**config.mk**
```make
export PLATFORM = sky130hd
export DESIGN_NAME = led_blink_fade_pattern_sequencer
export DESIGN_NICKNAME = d
export VERILOG_FILES = /design/src/rtl/ledseq_pkg.sv /design/src/rtl/led_blink_fade_pattern_sequencer.sv
export SDC_FILE = /design/constraint.sdc
export NUM_CORES = 1
export LEC_CHECK = 0
export ABC_AREA = 1
export BUFFER_PORTS_ARGS = -buffer_cell sky130_fd_sc_hd__buf_2
export CAP_MARGIN = 20
export CORE_ASPECT_RATIO = 1.25
export CORE_MARGIN = 8
export CORE_UTILIZATION = 50
export CTS_CLUSTER_DIAMETER = 50
export DETAILED_ROUTE_END_ITERATION = 6
export PLACE_DENSITY_LB_ADDON = 0.15
export SKIP_CTS_REPAIR_TIMING = 1
export SYNTH_ARGS = -nofsm -noshare
export SYNTH_HDL_FRONTEND = slang
export SYNTH_SLANG_ARGS = --single-unit
```
**constraint.sdc**
```tcl
create_clock -name aclk -period 4.4 [get_ports aclk]
set_input_delay 0.88 -clock aclk [delete_from_list [all_inputs] [get_ports aclk]]
set_output_delay 0.88 -clock aclk [all_outputs]
set_load 0.005 [all_outputs]
```
**src/rtl/ledseq_pkg.sv**
```systemverilog
package ledseq_pkg;

    // Pattern mode, as reported on the result channel.
    typedef enum logic [1:0] {
        MODE_IDLE  = 2'd0,
        MODE_BLINK = 2'd1,
        MODE_FADE  = 2'd2,
        MODE_SOLID = 2'd3
    } mode_t;

    // Request kinds carried on s_tuser.
    typedef enum logic [1:0] {
        OP_TICK  = 2'd0,
        OP_SOLID = 2'd1,
        OP_BLINK = 2'd2,
        OP_FADE  = 2'd3
    } opcode_t;

    localparam logic [7:0] LEVEL_MAX       = 8'd255;
    localparam logic [7:0] FADE_STEP_RESET = 8'd4;
    localparam logic [1:0] LAST_PHASE      = 2'd2;

    // Color for one step of the boot fade: red to blue, blue to green,
    // green to red.
    function automatic logic [23:0] fade_color(input logic [1:0] phase,
                                               input logic [7:0] step);
        logic [7:0]  down;
        logic [23:0] col;
        down = LEVEL_MAX - step;
        case (phase)
            2'd0:    col = {down, 8'd0, step};
            2'd1:    col = {8'd0, step, down};
            2'd2:    col = {step, down, 8'd0};
            default: col = 24'd0;
        endcase
        return col;
    endfunction

endpackage

```
**src/rtl/led_blink_fade_pattern_sequencer.sv**
```systemverilog
// Channel   Direction  Handshake                 Payload
// s_        in         s_tvalid / s_tready       s_tuser opcode, s_tdata color, count, interval
// m_        out        m_tvalid / m_tready       m_tdata led color, m_tuser updated flag, mode
// cfg_      in         cfg_valid / cfg_ready     cfg_data fade step interval in ticks
//
// Every request produces exactly one result, loaded into the result register when it is accepted.
// A request can be accepted in every cycle while the result register is free;
// the pattern state and the result register are both written at the accepting edge.
// s_tready is low only while the result register holds a result that the
// downstream side has not yet taken.
// Reset (aresetn low, synchronous) leaves the LED off, the mode idle and the
// fade step interval at four ticks. cfg_ready is always high.
module led_blink_fade_pattern_sequencer
    import ledseq_pkg::*;
(
    input  logic        aclk,
    input  logic        aresetn,

    input  logic        s_tvalid,
    output logic        s_tready,
    input  logic [47:0] s_tdata,   // [23:0] color, [31:24] blink_count, [47:32] interval_ticks
    input  logic [1:0]  s_tuser,   // [1:0] opcode

    output logic        m_tvalid,
    input  logic        m_tready,
    output logic [23:0] m_tdata,   // [23:0] led_color
    output logic [2:0]  m_tuser,   // [0] color_updated, [2:1] mode

    input  logic        cfg_valid,
    output logic        cfg_ready,
    input  logic [7:0]  cfg_data
);

    // Request fields.
    logic [23:0] in_color;
    logic [7:0]  in_count;
    logic [15:0] in_interval;
    opcode_t     in_op;

    assign in_color    = s_tdata[23:0];
    assign in_count    = s_tdata[31:24];
    assign in_interval = s_tdata[47:32];
    assign in_op       = opcode_t'(s_tuser);

    // Pattern state.
    logic [7:0]  fade_ticks_reg;
    mode_t       mode_reg,        mode_next;
    logic [23:0] saved_color_reg, saved_color_next;
    logic [23:0] flash_color_reg, flash_color_next;
    logic [7:0]  blinks_left_reg, blinks_left_next;
    logic [15:0] half_period_reg, half_period_next;
    logic        lamp_on_reg,     lamp_on_next;
    logic [15:0] ticks_reg,       ticks_next;
    logic [1:0]  fade_phase_reg,  fade_phase_next;
    logic [7:0]  fade_step_reg,   fade_step_next;
    logic [23:0] shown_reg,       shown_next;
    logic        updated_next;

    // Result register.
    logic        m_tvalid_reg;
    logic [23:0] m_color_reg;
    logic        m_updated_reg;
    mode_t       m_mode_reg;

    logic        s_accept;
    logic [15:0] ticks_inc;

    // The result register is free when it is empty or is being emptied now.
    assign s_tready  = !m_tvalid_reg || m_tready;
    assign s_accept  = s_tvalid && s_tready;
    assign cfg_ready = 1'b1;

    assign m_tvalid = m_tvalid_reg;
    assign m_tdata  = m_color_reg;
    assign m_tuser  = {m_mode_reg, m_updated_reg};

    // The elapsed-tick counter saturates at its top value.
    assign ticks_inc = (ticks_reg == 16'hFFFF) ? ticks_reg : ticks_reg + 16'd1;

    always_comb begin
        mode_next        = mode_reg;
        saved_color_next = saved_color_reg;
        flash_color_next = flash_color_reg;
        blinks_left_next = blinks_left_reg;
        half_period_next = half_period_reg;
        lamp_on_next     = lamp_on_reg;
        ticks_next       = ticks_reg;
        fade_phase_next  = fade_phase_reg;
        fade_step_next   = fade_step_reg;
        shown_next       = shown_reg;
        updated_next     = 1'b0;

        case (in_op)
            OP_TICK: begin
                ticks_next = ticks_inc;
                case (mode_reg)
                    MODE_SOLID: begin
                        // A solid color is kept; the engine simply goes idle.
                        mode_next = MODE_IDLE;
                    end
                    MODE_BLINK: begin
                        if (blinks_left_reg == 8'd0) begin
                            // Blinks used up: restore the stored solid color.
                            shown_next   = saved_color_reg;
                            mode_next    = MODE_SOLID;
                            updated_next = 1'b1;
                        end else if (ticks_inc >= half_period_reg) begin
                            if (lamp_on_reg) begin
                                shown_next       = 24'd0;
                                blinks_left_next = blinks_left_reg - 8'd1;
                            end else begin
                                shown_next = flash_color_reg;
                            end
                            lamp_on_next = !lamp_on_reg;
                            ticks_next   = 16'd0;
                            updated_next = 1'b1;
                        end
                    end
                    MODE_FADE: begin
                        if (ticks_inc >= {8'd0, fade_ticks_reg}) begin
                            shown_next = fade_color(fade_phase_reg, fade_step_reg);
                            if (fade_step_reg == LEVEL_MAX) begin
                                fade_step_next = 8'd0;
                                if (fade_phase_reg >= LAST_PHASE) begin
                                    // Last step of the last phase: LED off, idle.
                                    shown_next      = 24'd0;
                                    fade_phase_next = 2'd0;
                                    mode_next       = MODE_IDLE;
                                end else begin
                                    fade_phase_next = fade_phase_reg + 2'd1;
                                end
                            end else begin
                                fade_step_next = fade_step_reg + 8'd1;
                            end
                            ticks_next   = 16'd0;
                            updated_next = 1'b1;
                        end
                    end
                    default: begin
                    end
                endcase
            end
            OP_SOLID: begin
                saved_color_next = in_color;
                shown_next       = in_color;
                mode_next        = MODE_SOLID;
                updated_next     = 1'b1;
            end
            OP_BLINK: begin
                mode_next        = MODE_BLINK;
                flash_color_next = in_color;
                blinks_left_next = in_count;
                half_period_next = in_interval;
                shown_next       = in_color;
                lamp_on_next     = 1'b1;
                ticks_next       = 16'd0;
                updated_next     = 1'b1;
            end
            OP_FADE: begin
                // The shown color stays until the first fade step.
                mode_next       = MODE_FADE;
                fade_phase_next = 2'd0;
                fade_step_next  = 8'd0;
                ticks_next      = 16'd0;
            end
            default: begin
            end
        endcase
    end

    always_ff @(posedge aclk) begin
        if (!aresetn) begin
            fade_ticks_reg  <= FADE_STEP_RESET;
            mode_reg        <= MODE_IDLE;
            saved_color_reg <= 24'd0;
            flash_color_reg <= 24'd0;
            blinks_left_reg <= 8'd0;
            half_period_reg <= 16'd0;
            lamp_on_reg     <= 1'b0;
            ticks_reg       <= 16'd0;
            fade_phase_reg  <= 2'd0;
            fade_step_reg   <= 8'd0;
            shown_reg       <= 24'd0;
            m_tvalid_reg    <= 1'b0;
        end else begin
            if (cfg_valid) begin
                fade_ticks_reg <= cfg_data;
            end
            if (s_accept) begin
                mode_reg        <= mode_next;
                saved_color_reg <= saved_color_next;
                flash_color_reg <= flash_color_next;
                blinks_left_reg <= blinks_left_next;
                half_period_reg <= half_period_next;
                lamp_on_reg     <= lamp_on_next;
                ticks_reg       <= ticks_next;
                fade_phase_reg  <= fade_phase_next;
                fade_step_reg   <= fade_step_next;
                shown_reg       <= shown_next;
            end
            m_tvalid_reg <= s_accept || (m_tvalid_reg && !m_tready);
        end
    end

    // Result payload needs no reset; it is loaded with every accepted request.
    always_ff @(posedge aclk) begin
        if (s_accept) begin
            m_color_reg   <= shown_next;
            m_updated_reg <= updated_next;
            m_mode_reg    <= mode_next;
        end
    end

endmodule

```
==> results.md, run 1 <==
* Status: completed
* Max Root-Sink Buffers at 2
* Xor and xnor area share after synthesis at 0.01079
* Largest family of logic cells by synthesized area: simple AND/OR/NAND/NOR gates
* Pre-antenna DRT Iters at 6
* Min-Delay Path Class: reg2reg
* Critical Path RT at about 4.8 ns
* Share of cells above drive strength 1 at 0.1477
* Vias in the first global route at around 8.6k
* Diodes inserted at 0
* RSZ-0062 raised after global routing: false
* Multi-input gate area at 0.005000 mm2
* Highest clock rate at around 0.26 GHz
* Sw frac at 0.2974
* CP Class: reg2reg
* Mux contribution to synthesized area at 0
* Vias at 9,076
* #FFs+latches synth at 161
* Final wirelength at ~26 mm
* Nets@finish at roughly 1.6k
* Slew Limit Fails at 0
* Internal at 2.704 mW
* CP Capture Type: register
* Area leader, netlist: dfxtp_1
* Clk sink count at 161
* Register area share after synthesis at 0.3586
* HPWL Detailed at 17.58 mm
* Largest net degree at the start of global routing at 84
* Die ar. at 0.02423 mm2
* Residual DRC at 0
* Async S/R FF share, synth at 0
* H-Tree Depth at 4
* Clock network power share at 0.399
* Final setup fails at 0
* Synth top cells by count: nand2_1, inv_1, a21oi_1
* Rel. slew slack at 0.2602
* Ranking of synthesized cells by area: dfxtp_1, nand2_1, a21oi_1
* Worst slew pin tran at 1.110 ns
* First-pass GRT wire length at between 40 and 50 mm
* IO buf count at 91
* Cell total after placement at ~1.7k
* Number of max-cap violations at 0
* Initial antenna violation count at 0
* FF+latch area at 0.003493 mm2
* GRT Util Overall at 0.2169
* Hold Path Sink: flash_color_reg[16]$_SDFFE_PN0P_
* Cells after Synth at 1,436
* Leakage at 4.828 nW
* Yosys cell types at 49
* Worst path most repeated cell: nand2_1
* RR Startpoint: ticks_reg[0]$_SDFFE_PN0P_
* Yosys warns at 0
* I/O pin total at 93
* Top cell type's share of synthesized area at 0.2754
* Internal reg-to-reg setup slack at 0.50 ns
* DR WL/cell at 15.02 um
* Worst R2R Path Depth at 31
* Die height at ~170 um
* Min cycle time layout at just under 4 ns
* CTS Buf Count at 17
* CTS tree: built
* Clock transition at path regs at roughly 0.070 ns
* Post-Syn Nets at 1,532
* Clock latency on the worst-skew pair at 0.43 ns
* CP Max Fanout at 24
* GRT Residual Overflow at 0
* Final non-filler cell total at 1,726
* Layout area overhead at 10.43%
* Clock skew at 0.007939 ns
* CP max-delay cell: nand2_4
* Reg2reg end: shown_reg[22]$_SDFFE_PN0P_
* Root buffer cell: clkbuf_16
* Post-Synth Simple-Gate Area at 0.2777
* Hold Fails Final Rpt at 0
* Min-delay src: flash_color_reg[16]$_SDFFE_PN0P_
* Synth Area per Inst at 6.784 um2
* Routability congestion estimate at 0.9024
* Post-Syn Area at 0.009742 mm2
* Peak VDD IR at 0.0002665 V
* Rows at 57
* Initial Utilization at 0.5059
* Max incr delay on CP at around 0.40 ns
* PD cells at 357.7 mW/mm2
* Via density per instance at 5.258
* Hold path cells at 2
* Setup TNS at 0 ns
* Net Sw Power at 1.144 mW
* Area share of fa/ha/maj cells after synthesis at 0.04238
* Fillers at 1,916
* Die Wd at approximately 140 um
* Compound-Gate Fraction of Synth Area at 0.1807
* Count leader, synth: nand2_1
* Most used flip-flop cell after synthesis: dfxtp_1
* Area of the core at 0.01926 mm2
* Startpoint Class: register
* Post-synth EDFFs at 27
* Combinational share of power at 0.178
* Detailed Route Iter0 Violations at 557
* Antenna Nets Post-Route at 0
* Final Cycle Share at 0.8866
* Sequential Power Share at 0.423
* Crit path DAT at 4.26 ns
## final cells by class
cell class	count	area share
Inverter	208	0.07292
Clock inverter	10	0.008723
Multi-Input combinational cell	985	0.4648
Sequential cell	161	0.3247
Tap cell	236	0.02745
Clock buffer	22	0.04815
Timing Repair Buffer	104	0.05327
## how the worst max path moves through the flow
stage / from / end / slack, ns / cells past startpoint
after floorplan: ticks_reg[0]$_SDFFE_PN0P_ / m_tdata[9]$_DFFE_PP_ / 1.23 / 28
after global placement: ticks_reg[0]$_SDFFE_PN0P_ / blinks_left_reg[1]$_SDFFE_PN0P_ / 0.60 / 28
after detailed placement: ticks_reg[0]$_SDFFE_PN0P_ / shown_reg[22]$_SDFFE_PN0P_ / 0.53 / 31
after CTS: ticks_reg[0]$_SDFFE_PN0P_ / shown_reg[22]$_SDFFE_PN0P_ / 0.50 / 31
after global routing: ticks_reg[0]$_SDFFE_PN0P_ / shown_reg[21]$_SDFFE_PN0P_ / 0.03 / 31
final: ticks_reg[0]$_SDFFE_PN0P_ / shown_reg[22]$_SDFFE_PN0P_ / 0.50 / 31
## routing by layer
layer / part of all wire / vias up / global-route usage
met4: 0.020 / 0 / 0.08708
met3: 0.035 / 39 / 0.03757
met1: 0.43 / 4170 / 0.2436
li1: - / 4688 / -
met5: 0 / - / 0
met2: 0.52 / 179 / 0.4003
## cell usage in the layout (no fill, tap or decap), types with 2 or more instances in the layout
master / Yosys / final
a211oi_1: 10 / 10
a21oi_1: 166 / 166
a21oi_2: 17 / 17
buf_2: 3 / 91
buf_4: 6 / 12
clkbuf_16: 0 / 20
clkinv_2: 0 / 4
clkinv_4: 0 / 3
dfxtp_1: 134 / 134
edfxtp_1: 27 / 27
ha_1: 33 / 32
inv_1: 201 / 200
inv_2: 5 / 6
inv_4: 1 / 2
nand2_1: 349 / 349
nand2_2: 25 / 25
nand2_4: 2 / 2
nand3_1: 108 / 108
nand3_2: 18 / 18
nand4_1: 7 / 7
nor2_1: 90 / 89
nor2_2: 2 / 3
nor3_1: 9 / 9
nor3_2: 2 / 2
o21ai_0: 113 / 113
o21ai_1: 5 / 5
o21ai_2: 2 / 2
xnor2_1: 4 / 4
xor2_1: 8 / 8
## metrics by stage
stage                     hold WS (ns)  setup WS [ns]  utilization  power, mW  cell area [um2]
after floorplan                 0.4303          1.226            -      2.161             9742
after global placement          0.4394         0.6036       0.5251      2.335            10110
after detailed placement        0.4452         0.5282       0.5251      2.343            10110
after CTS                       0.4551         0.4960       0.5569      3.867            10720
after global routing            0.4717        0.03356       0.5587      4.027            10760
final                           0.4539         0.4991       0.5587      3.848            10760
## power groups by stage
stage / Clock (mW) / Sequential [mW] / Combinational, mW
floorplan: 0 / 1.66 / 0.505
finish: 1.53 / 1.63 / 0.685
global placement: 0 / 1.66 / 0.671
CTS: 1.55 / 1.63 / 0.683
global route: 1.62 / 1.64 / 0.773
detailed placement: 0 / 1.66 / 0.679
## cells by family (layout without fill, tap and decap cells)
family	after synthesis	in the layout
adders and majority gates	33	33
DFF	161	161
other	1	1
and+or+nand+nor	616	616
AOI/OAI and AO/OA	323	323
xor gates and xnor gates	12	12
buffers and inverters	290	344
## worst max-delay path: cells and delay by family (launching register included)
kind | cells | cell delay [ns]
compound gates | 1 | 0.14
fa+ha+maj | 2 | 0.54
buf+inv | 2 | 0.18
flops | 1 | 0.38
simple gates | 26 | 2.59
Note: power is estimated with default switching activity, not from simulation.
==> inputs of run 2 (changes only) <==
--- a/config.mk
+++ b/config.mk
@@ -10,7 +10,7 @@
 export CAP_MARGIN = 20
 export CORE_ASPECT_RATIO = 1.25
 export CORE_MARGIN = 8
-export CORE_UTILIZATION = 50
+export CORE_UTILIZATION = 40
 export CTS_CLUSTER_DIAMETER = 50
 export DETAILED_ROUTE_END_ITERATION = 6
 export PLACE_DENSITY_LB_ADDON = 0.15
==> run 2 against run 1 <==
Effect of this change: via count shrank 0.46%; wire length grew 4.7%; combinational power grew 1%; cell area grew 1.0%; non-clock buffer count grew 3; clock skew grew 0.0037 ns; register-to-register slack lost 0.02 ns; largest power group unchanged; worst hold slack lost 0.00089 ns; cell count grew 5.6%; setup slack lost 0.021 ns.
==> results.md, run 2 (same netlist as run 1, synthesis figures left out) <==
* Pre-antenna DRT Iters at 5 (was 6)
* Final Cycle Share at 0.8912 (was 0.8866)
* WL met1 at 11.94 mm (was 11.09 mm)
* Peak VDD IR at 0.0002471 V (was 0.0002665 V)
* Sw frac at 0.3033 (was 0.2974)
* Largest net degree at the start of global routing at 72 (was 84)
* Die Wd at 155.6 um (was 140.8 um)
* Final setup fails at 0 (unchanged)
* CTS tree: built (unchanged)
* I/O pin total at 93 (unchanged)
* Diodes inserted at 0 (unchanged)
* Combinational share of power at 0.180 (was 0.178)
* Internal at 2.686 mW (was 2.704 mW)
* HPWL Detailed at 18.63 mm (was 17.58 mm)
* RSZ-0062 raised after global routing: false (unchanged)
* Most frequent cells in the layout: nand2_1, inv_1, a21oi_1, dfxtp_1, o21ai_0 (unchanged)
* CP Class: reg2reg (unchanged)
* Layout area overhead at 11.55% (was 10.43%)
* Number of max-cap violations at 0 (unchanged)
* Net Sw Power at 1.170 mW (was 1.144 mW)
* Area after DPL at 0.01026 mm2 (was 0.01011 mm2)
* Status: completed (unchanged)
* Min cycle time layout at 3.921 ns (was 3.901 ns)
* Vias at 9,034 (was 9,076)
* Clk sink count at 161 (unchanged)
* GRT Residual Overflow at 0 (unchanged)
* Die ar. at 0.02964 mm2 (was 0.02423 mm2)
* Nets@finish at 1,576 (was 1,573)
* Hold Fails Final Rpt at 0 (unchanged)
* Via density per instance at 4.956 (was 5.258)
* Detailed Route Iter0 Violations at 583 (was 557)
* CTS Buf Count at 17 (unchanged)
* Clock transition at path regs at 0.07 ns (about the same)
* Die height at 190.5 um (was 172.1 um)
* Sequential Power Share at 0.422 (was 0.423)
* Clock network power share at 0.398 (was 0.399)
* Setup TNS at 0 ns (unchanged)
* Root buffer cell: clkbuf_16 (unchanged)
* Clock skew at 0.01160 ns (was 0.007939 ns)
* PD cells at 354.8 mW/mm2 (was 357.7 mW/mm2)
* Finished Cell Area at 0.01087 mm2 (was 0.01076 mm2)
* DR WL/cell at 14.89 um (was 15.02 um)
* Max Root-Sink Buffers at 2 (unchanged)
* Max incr delay on CP at 0.40 ns (about the same)
* Area of the core at 0.02418 mm2 (was 0.01926 mm2)
* Initial antenna violation count at 1 (was 0)
* GRT Util Overall at 0.1850 (was 0.2169)
* Rel. slew slack at 0.2884 (was 0.2602)
* Fillers at 2,559 (was 1,916)
* Antenna Nets Post-Route at 0 (unchanged)
* Crit path DAT at 4.27 ns (was 4.26 ns)
* Routability congestion estimate at 0.8999 (was 0.9024)
* Final wirelength at 27.14 mm (was 25.93 mm)
* Critical-path cell list: ha_1, nand2_1, nor2_1, nand4_1, nor2_2, nand3_1, inv_1, nor2_1, nor2_1, ha_1, a21boi_0, o21ai_0, nand2_1, nand2_1, nand2_1, nand2_1, nand2_1, nand2_1, nand2_4, o21ai_4, inv_4, nand2_2, nand2_2, nor3b_2
* Share of cells above drive strength 1 at 0.1494 (was 0.1477)
* Routed length on met3 at 1.117 mm (was 902 um)
* Clock latency on the worst-skew pair at 0.43 ns (about the same)
* First-pass GRT wire length at 44.59 mm (was 42.55 mm)
* Min-Delay Path Class: reg2reg (unchanged)
* H-Tree Depth at 4 (unchanged)
* Highest clock rate at 0.2550 GHz (was 0.2564 GHz)
* Met2 Wirelength at 13.65 mm (was 13.42 mm)
* Rows at 64 (was 57)
* CP max-delay cell: dfxtp_1 (was nand2_4)
* Critical Path RT at 4.75 ns (was 4.76 ns)
* Crit path buffers/inverters at 2 (unchanged)
* Startpoint Class: register (unchanged)
* Worst slew pin tran at 1.063 ns (was 1.110 ns)
* Leakage at 4.828 nW (about the same)
* Top sig layer: met5 (was met4)
* Worst path most repeated cell: nand2_1 (unchanged)
* Initial Utilization at 0.4028 (was 0.5059)
* Commonest non-fill, non-tap cell in the layout: nand2_1 (unchanged)
* Slew Limit Fails at 0 (unchanged)
* Residual DRC at 0 (unchanged)
* IO buf count at 91 (unchanged)
* CP Capture Type: register (unchanged)
* Vias in the first global route at 8,618 (was 8,631)
* Cell family with most CP delay: simple AND/OR/NAND/NOR gates (unchanged)
* CP Max Fanout at 27 (was 24)
run 2: area by class of cell:
type	count	area, um2	area share
clock buffer	19	454.2	0.04180
multi-input combinational	985	4997	0.4599
clock inverter	13	148.9	0.01370
inverter	208	784.5	0.07219
timing repair buffer	107	575.6	0.05296
tap	330	412.9	0.03800
sequential	161	3493	0.3215
run 2: stage by stage:
stage / setup slack, ns / hold WS [ns] / cells / total power [mW] / utilization
5_1_grt: 0.02793 / 0.4724 / 1823 / 4.044 / 0.4493
3_3_place_gp: 0.5349 / 0.4394 / 1791 / 2.353 / 0.4242
3_5_place_dp: 0.5056 / 0.4445 / 1791 / 2.359 / 0.4242
4_1_cts: 0.4726 / 0.4549 / 1823 / 3.894 / 0.4491
2_1_floorplan: 1.226 / 0.4303 / 1436 / 2.161 / -
6_report: 0.4786 / 0.4530 / 1823 / 3.855 / 0.4493
run 2: worst paths after layout:
path                                   start                         endpoint  slack, ns  cells past startpoint
max                ticks_reg[1]$_SDFFE_PN0P_    fade_step_reg[4]$_SDFFE_PN0P_       0.48                     24
min          flash_color_reg[8]$_SDFFE_PN0P_  flash_color_reg[8]$_SDFFE_PN0P_       0.45                      2
max reg2reg        ticks_reg[1]$_SDFFE_PN0P_    fade_step_reg[4]$_SDFFE_PN0P_       0.48                     24
min reg2reg  flash_color_reg[8]$_SDFFE_PN0P_  flash_color_reg[8]$_SDFFE_PN0P_       0.45                      2
run 2: worst reg2reg max path, delay by kind of cell (launching register included):
| kind | cells | cell delay (ns) |
|---|---|---|
| adders and majority gates | 2 | 0.55 |
| and+or+nand+nor | 17 | 2.01 |
| DFF | 1 | 0.40 |
| AOI/OAI and AO/OA | 3 | 0.66 |
| buffers and inverters | 2 | 0.23 |
run 2: per-layer routing:
layer  global-route usage  vias up
li1                     -     4688
met1               0.2177     4150
met2               0.3375      160
met3              0.03220       34
met4              0.05123        2
met5                    0        -
run 2: power groups by stage:
stage / clock (mW) / combinational [mW] / sequential, mW
after floorplan: 0 / 0.505 / 1.66
after global placement: 0 / 0.693 / 1.66
after detailed placement: 0 / 0.698 / 1.66
after CTS: 1.57 / 0.701 / 1.63
after global routing: 1.62 / 0.785 / 1.64
final: 1.53 / 0.695 / 1.63
==> inputs of run 3 (changes only) <==
==> constraint.sdc (replaced) <==
create_clock -name aclk -period 4.76 [get_ports aclk]
set_input_delay 0.952 -clock aclk [delete_from_list [all_inputs] [get_ports aclk]]
set_output_delay 0.952 -clock aclk [all_outputs]
set_load 0.005 [all_outputs]
==> run 3 against run 2 <==
Effect of this change: clock skew is 0.0014 ns lower; core utilization is 0.29 points lower; maximum frequency is 1.1% lower; count of clock-buffer cells in the layout stayed put; sequential share of layout area is 0.21 points higher; via count is 0.50% higher; total power is 9.0% lower; combinational power is 8.5% lower; sequential power is 7% lower; global-route usage is 0.24 points lower; largest cell class unchanged.
==> results.md, run 3 (same netlist as run 1, synthesis figures left out) <==
* First-pass GRT wire length at 44.01 mm (was 44.59 mm)
* Share of cells above drive strength 1 at 0.1465 (was 0.1494)
* Setup ws final at 0.7940 ns (was 0.4786 ns)
* Post-Route Utilization at 0.4465 (was 0.4493)
* Final Cycle Share at 0.8332 (was 0.8912)
* Pre-antenna DRT Iters at 6 (was 5)
* Area of the core at 0.02418 mm2 (unchanged)
* DR WL/cell at 14.72 um (was 14.89 um)
* Area after DPL at 0.01022 mm2 (was 0.01026 mm2)
* Cell family with most CP delay: simple AND/OR/NAND/NOR gates (unchanged)
* Crit path buffers/inverters at 3 (was 2)
* Max incr delay on CP at 0.39 ns (was 0.40 ns)
* Nets@finish at 1,571 (was 1,576)
* Hold path cells at 2 (unchanged)
* Worst path most repeated cell: nand2_1 (unchanged)
* Min cycle time layout at 3.966 ns (was 3.921 ns)
* Status: completed (unchanged)
* Vias at 9,079 (was 9,034)
* CP Class: reg2reg (unchanged)
* HPWL Detailed at 18.51 mm (was 18.63 mm)
* Initial antenna violation count at 0 (was 1)
* Post-place setup slack at 0.7560 ns (was 0.5056 ns)
* Die height at 190.5 um (unchanged)
* CP Max Fanout at 25 (was 27)
* IO buf count at 91 (unchanged)
* Initial Utilization at 0.4028 (unchanged)
* Die ar. at 0.02964 mm2 (unchanged)
* Commonest non-fill, non-tap cell in the layout: nand2_1 (unchanged)
* Antenna Nets Post-Route at 0 (unchanged)
* Hold Fails Final Rpt at 0 (unchanged)
* Min-Delay Path Class: reg2reg (unchanged)
* Root buffer cell: clkbuf_16 (unchanged)
* Critical Path RT at 4.95 ns (was 4.75 ns)
* Highest clock rate at 0.2521 GHz (was 0.2550 GHz)
* Finished Cell Area at 0.01080 mm2 (was 0.01087 mm2)
* Detailed Route Iter0 Violations at 563 (was 583)
* Min-delay src: flash_color_reg[22]$_SDFFE_PN0P_ (was flash_color_reg[8]$_SDFFE_PN0P_)
* Clock transition at path regs at 0.07 ns (about the same)
* CP Capture Type: register (unchanged)
* Die Wd at 155.6 um (unchanged)
* CP max-delay cell: nand2_2 (was dfxtp_1)
* Clock skew at 0.01020 ns (was 0.01160 ns)
* H-Tree Depth at 4 (unchanged)
* RSZ-0062 raised after global routing: false (unchanged)
* Final non-filler cell total at 1,818 (was 1,823)
* Hold Path Sink: flash_color_reg[22]$_SDFFE_PN0P_ (was flash_color_reg[8]$_SDFFE_PN0P_)
* Cell total after placement at 1,786 (was 1,791)
* CTS tree: built (unchanged)
* CTS Buf Count at 17 (unchanged)
* Setup TNS at 0 ns (unchanged)
* Crit path DAT at 4.16 ns (was 4.27 ns)
* Worst R2R Path Depth at 32 (was 24)
* Diodes inserted at 0 (unchanged)
* Final wirelength at 26.75 mm (was 27.14 mm)
* Hold Slack at 0.4555 ns (was 0.4530 ns)
* Leakage at 4.803 nW (was 4.828 nW)
* Clk sink count at 161 (unchanged)
* Fillers at 2,576 (was 2,559)
* Number of max-cap violations at 0 (unchanged)
* Most frequent cells in the layout: nand2_1, inv_1, a21oi_1, dfxtp_1, o21ai_0 (unchanged)
* RR Startpoint: ticks_reg[1]$_SDFFE_PN0P_ (unchanged)
* GRT Residual Overflow at 0 (unchanged)
* Vias in the first global route at 8,643 (was 8,618)
* PD cells at 325.0 mW/mm2 (was 354.8 mW/mm2)
* Max Root-Sink Buffers at 2 (unchanged)
* Final setup fails at 0 (unchanged)
* GRT Util Overall at 0.1826 (was 0.1850)
* Routability congestion estimate at 0.8899 (was 0.8999)
* Layout area overhead at 10.83% (was 11.55%)
* Peak VDD IR at 0.0002451 V (was 0.0002471 V)
* I/O pin total at 93 (unchanged)
* Reg2reg end: m_tdata[23]$_DFFE_PP_ (was fade_step_reg[4]$_SDFFE_PN0P_)
* Clock latency on the worst-skew pair at 0.43 ns (about the same)
* Largest net degree at the start of global routing at 84 (was 72)
* Startpoint Class: register (unchanged)
* Worst slew pin tran at 1.001 ns (was 1.063 ns)
* Rel. slew slack at 0.3323 (was 0.2884)
* Rows at 64 (unchanged)
* Total power at 3.508 mW (was 3.855 mW)
* Slew Limit Fails at 0 (unchanged)
* Internal reg-to-reg setup slack at 0.79 ns (was 0.48 ns)
* Via density per instance at 4.994 (was 4.956)
* Residual DRC at 0 (unchanged)
==> run 3: changes by cell type in the layout (fill, tap and decap cells not counted), sizes merged <==
cell / delta
bufinv: -1
inv: +6
clkinvlp: -2
clkinv: -3
buf: -5
==> run 3: worst max-delay path by stage <==
stage	from	to	slack (ns)	cells after the start
3_5_place_dp	ticks_reg[1]$_SDFFE_PN0P_	m_tdata[21]$_DFFE_PP_	0.76	32
5_1_grt	ticks_reg[1]$_SDFFE_PN0P_	m_tdata[0]$_DFFE_PP_	0.25	32
2_1_floorplan	ticks_reg[0]$_SDFFE_PN0P_	m_tdata[9]$_DFFE_PP_	1.59	28
4_1_cts	ticks_reg[1]$_SDFFE_PN0P_	m_tdata[21]$_DFFE_PP_	0.75	32
6_report	ticks_reg[1]$_SDFFE_PN0P_	m_tdata[23]$_DFFE_PP_	0.79	32
3_3_place_gp	ticks_reg[1]$_SDFFE_PN0P_	m_tdata[14]$_DFFE_PP_	0.82	32
==> run 3: where the power goes <==
group | switching [mW] | internal (mW)
registers | 0.0376 | 1.47
logic | 0.439 | 0.197
clock network | 0.604 | 0.763
==> run 3: routing by layer <==
metal / wire length (um) / track usage
met5: 0 / 0
met4: 448 / 0.05086
met3: 1003 / 0.03379
met2: 13540 / 0.3394
met1: 11760 / 0.2085
==> run 3: tightest hold or removal path, cell delays in order (launching register included) <==
cell and delay, ns:
dfxtp_1 0.30, inv_1 0.06, a21oi_1 0.05
==> run 3: area by class of cell <==
type	instances	area (um2)	share of cell area
clock buffers	19	454.2	0.04207
inverters	208	784.5	0.07266
flip-flops and latches	161	3493	0.3236
clock inverters	13	121.4	0.01124
well taps	330	412.9	0.03824
multi-input cells	985	4992	0.4624
repair buffers	102	538.0	0.04983
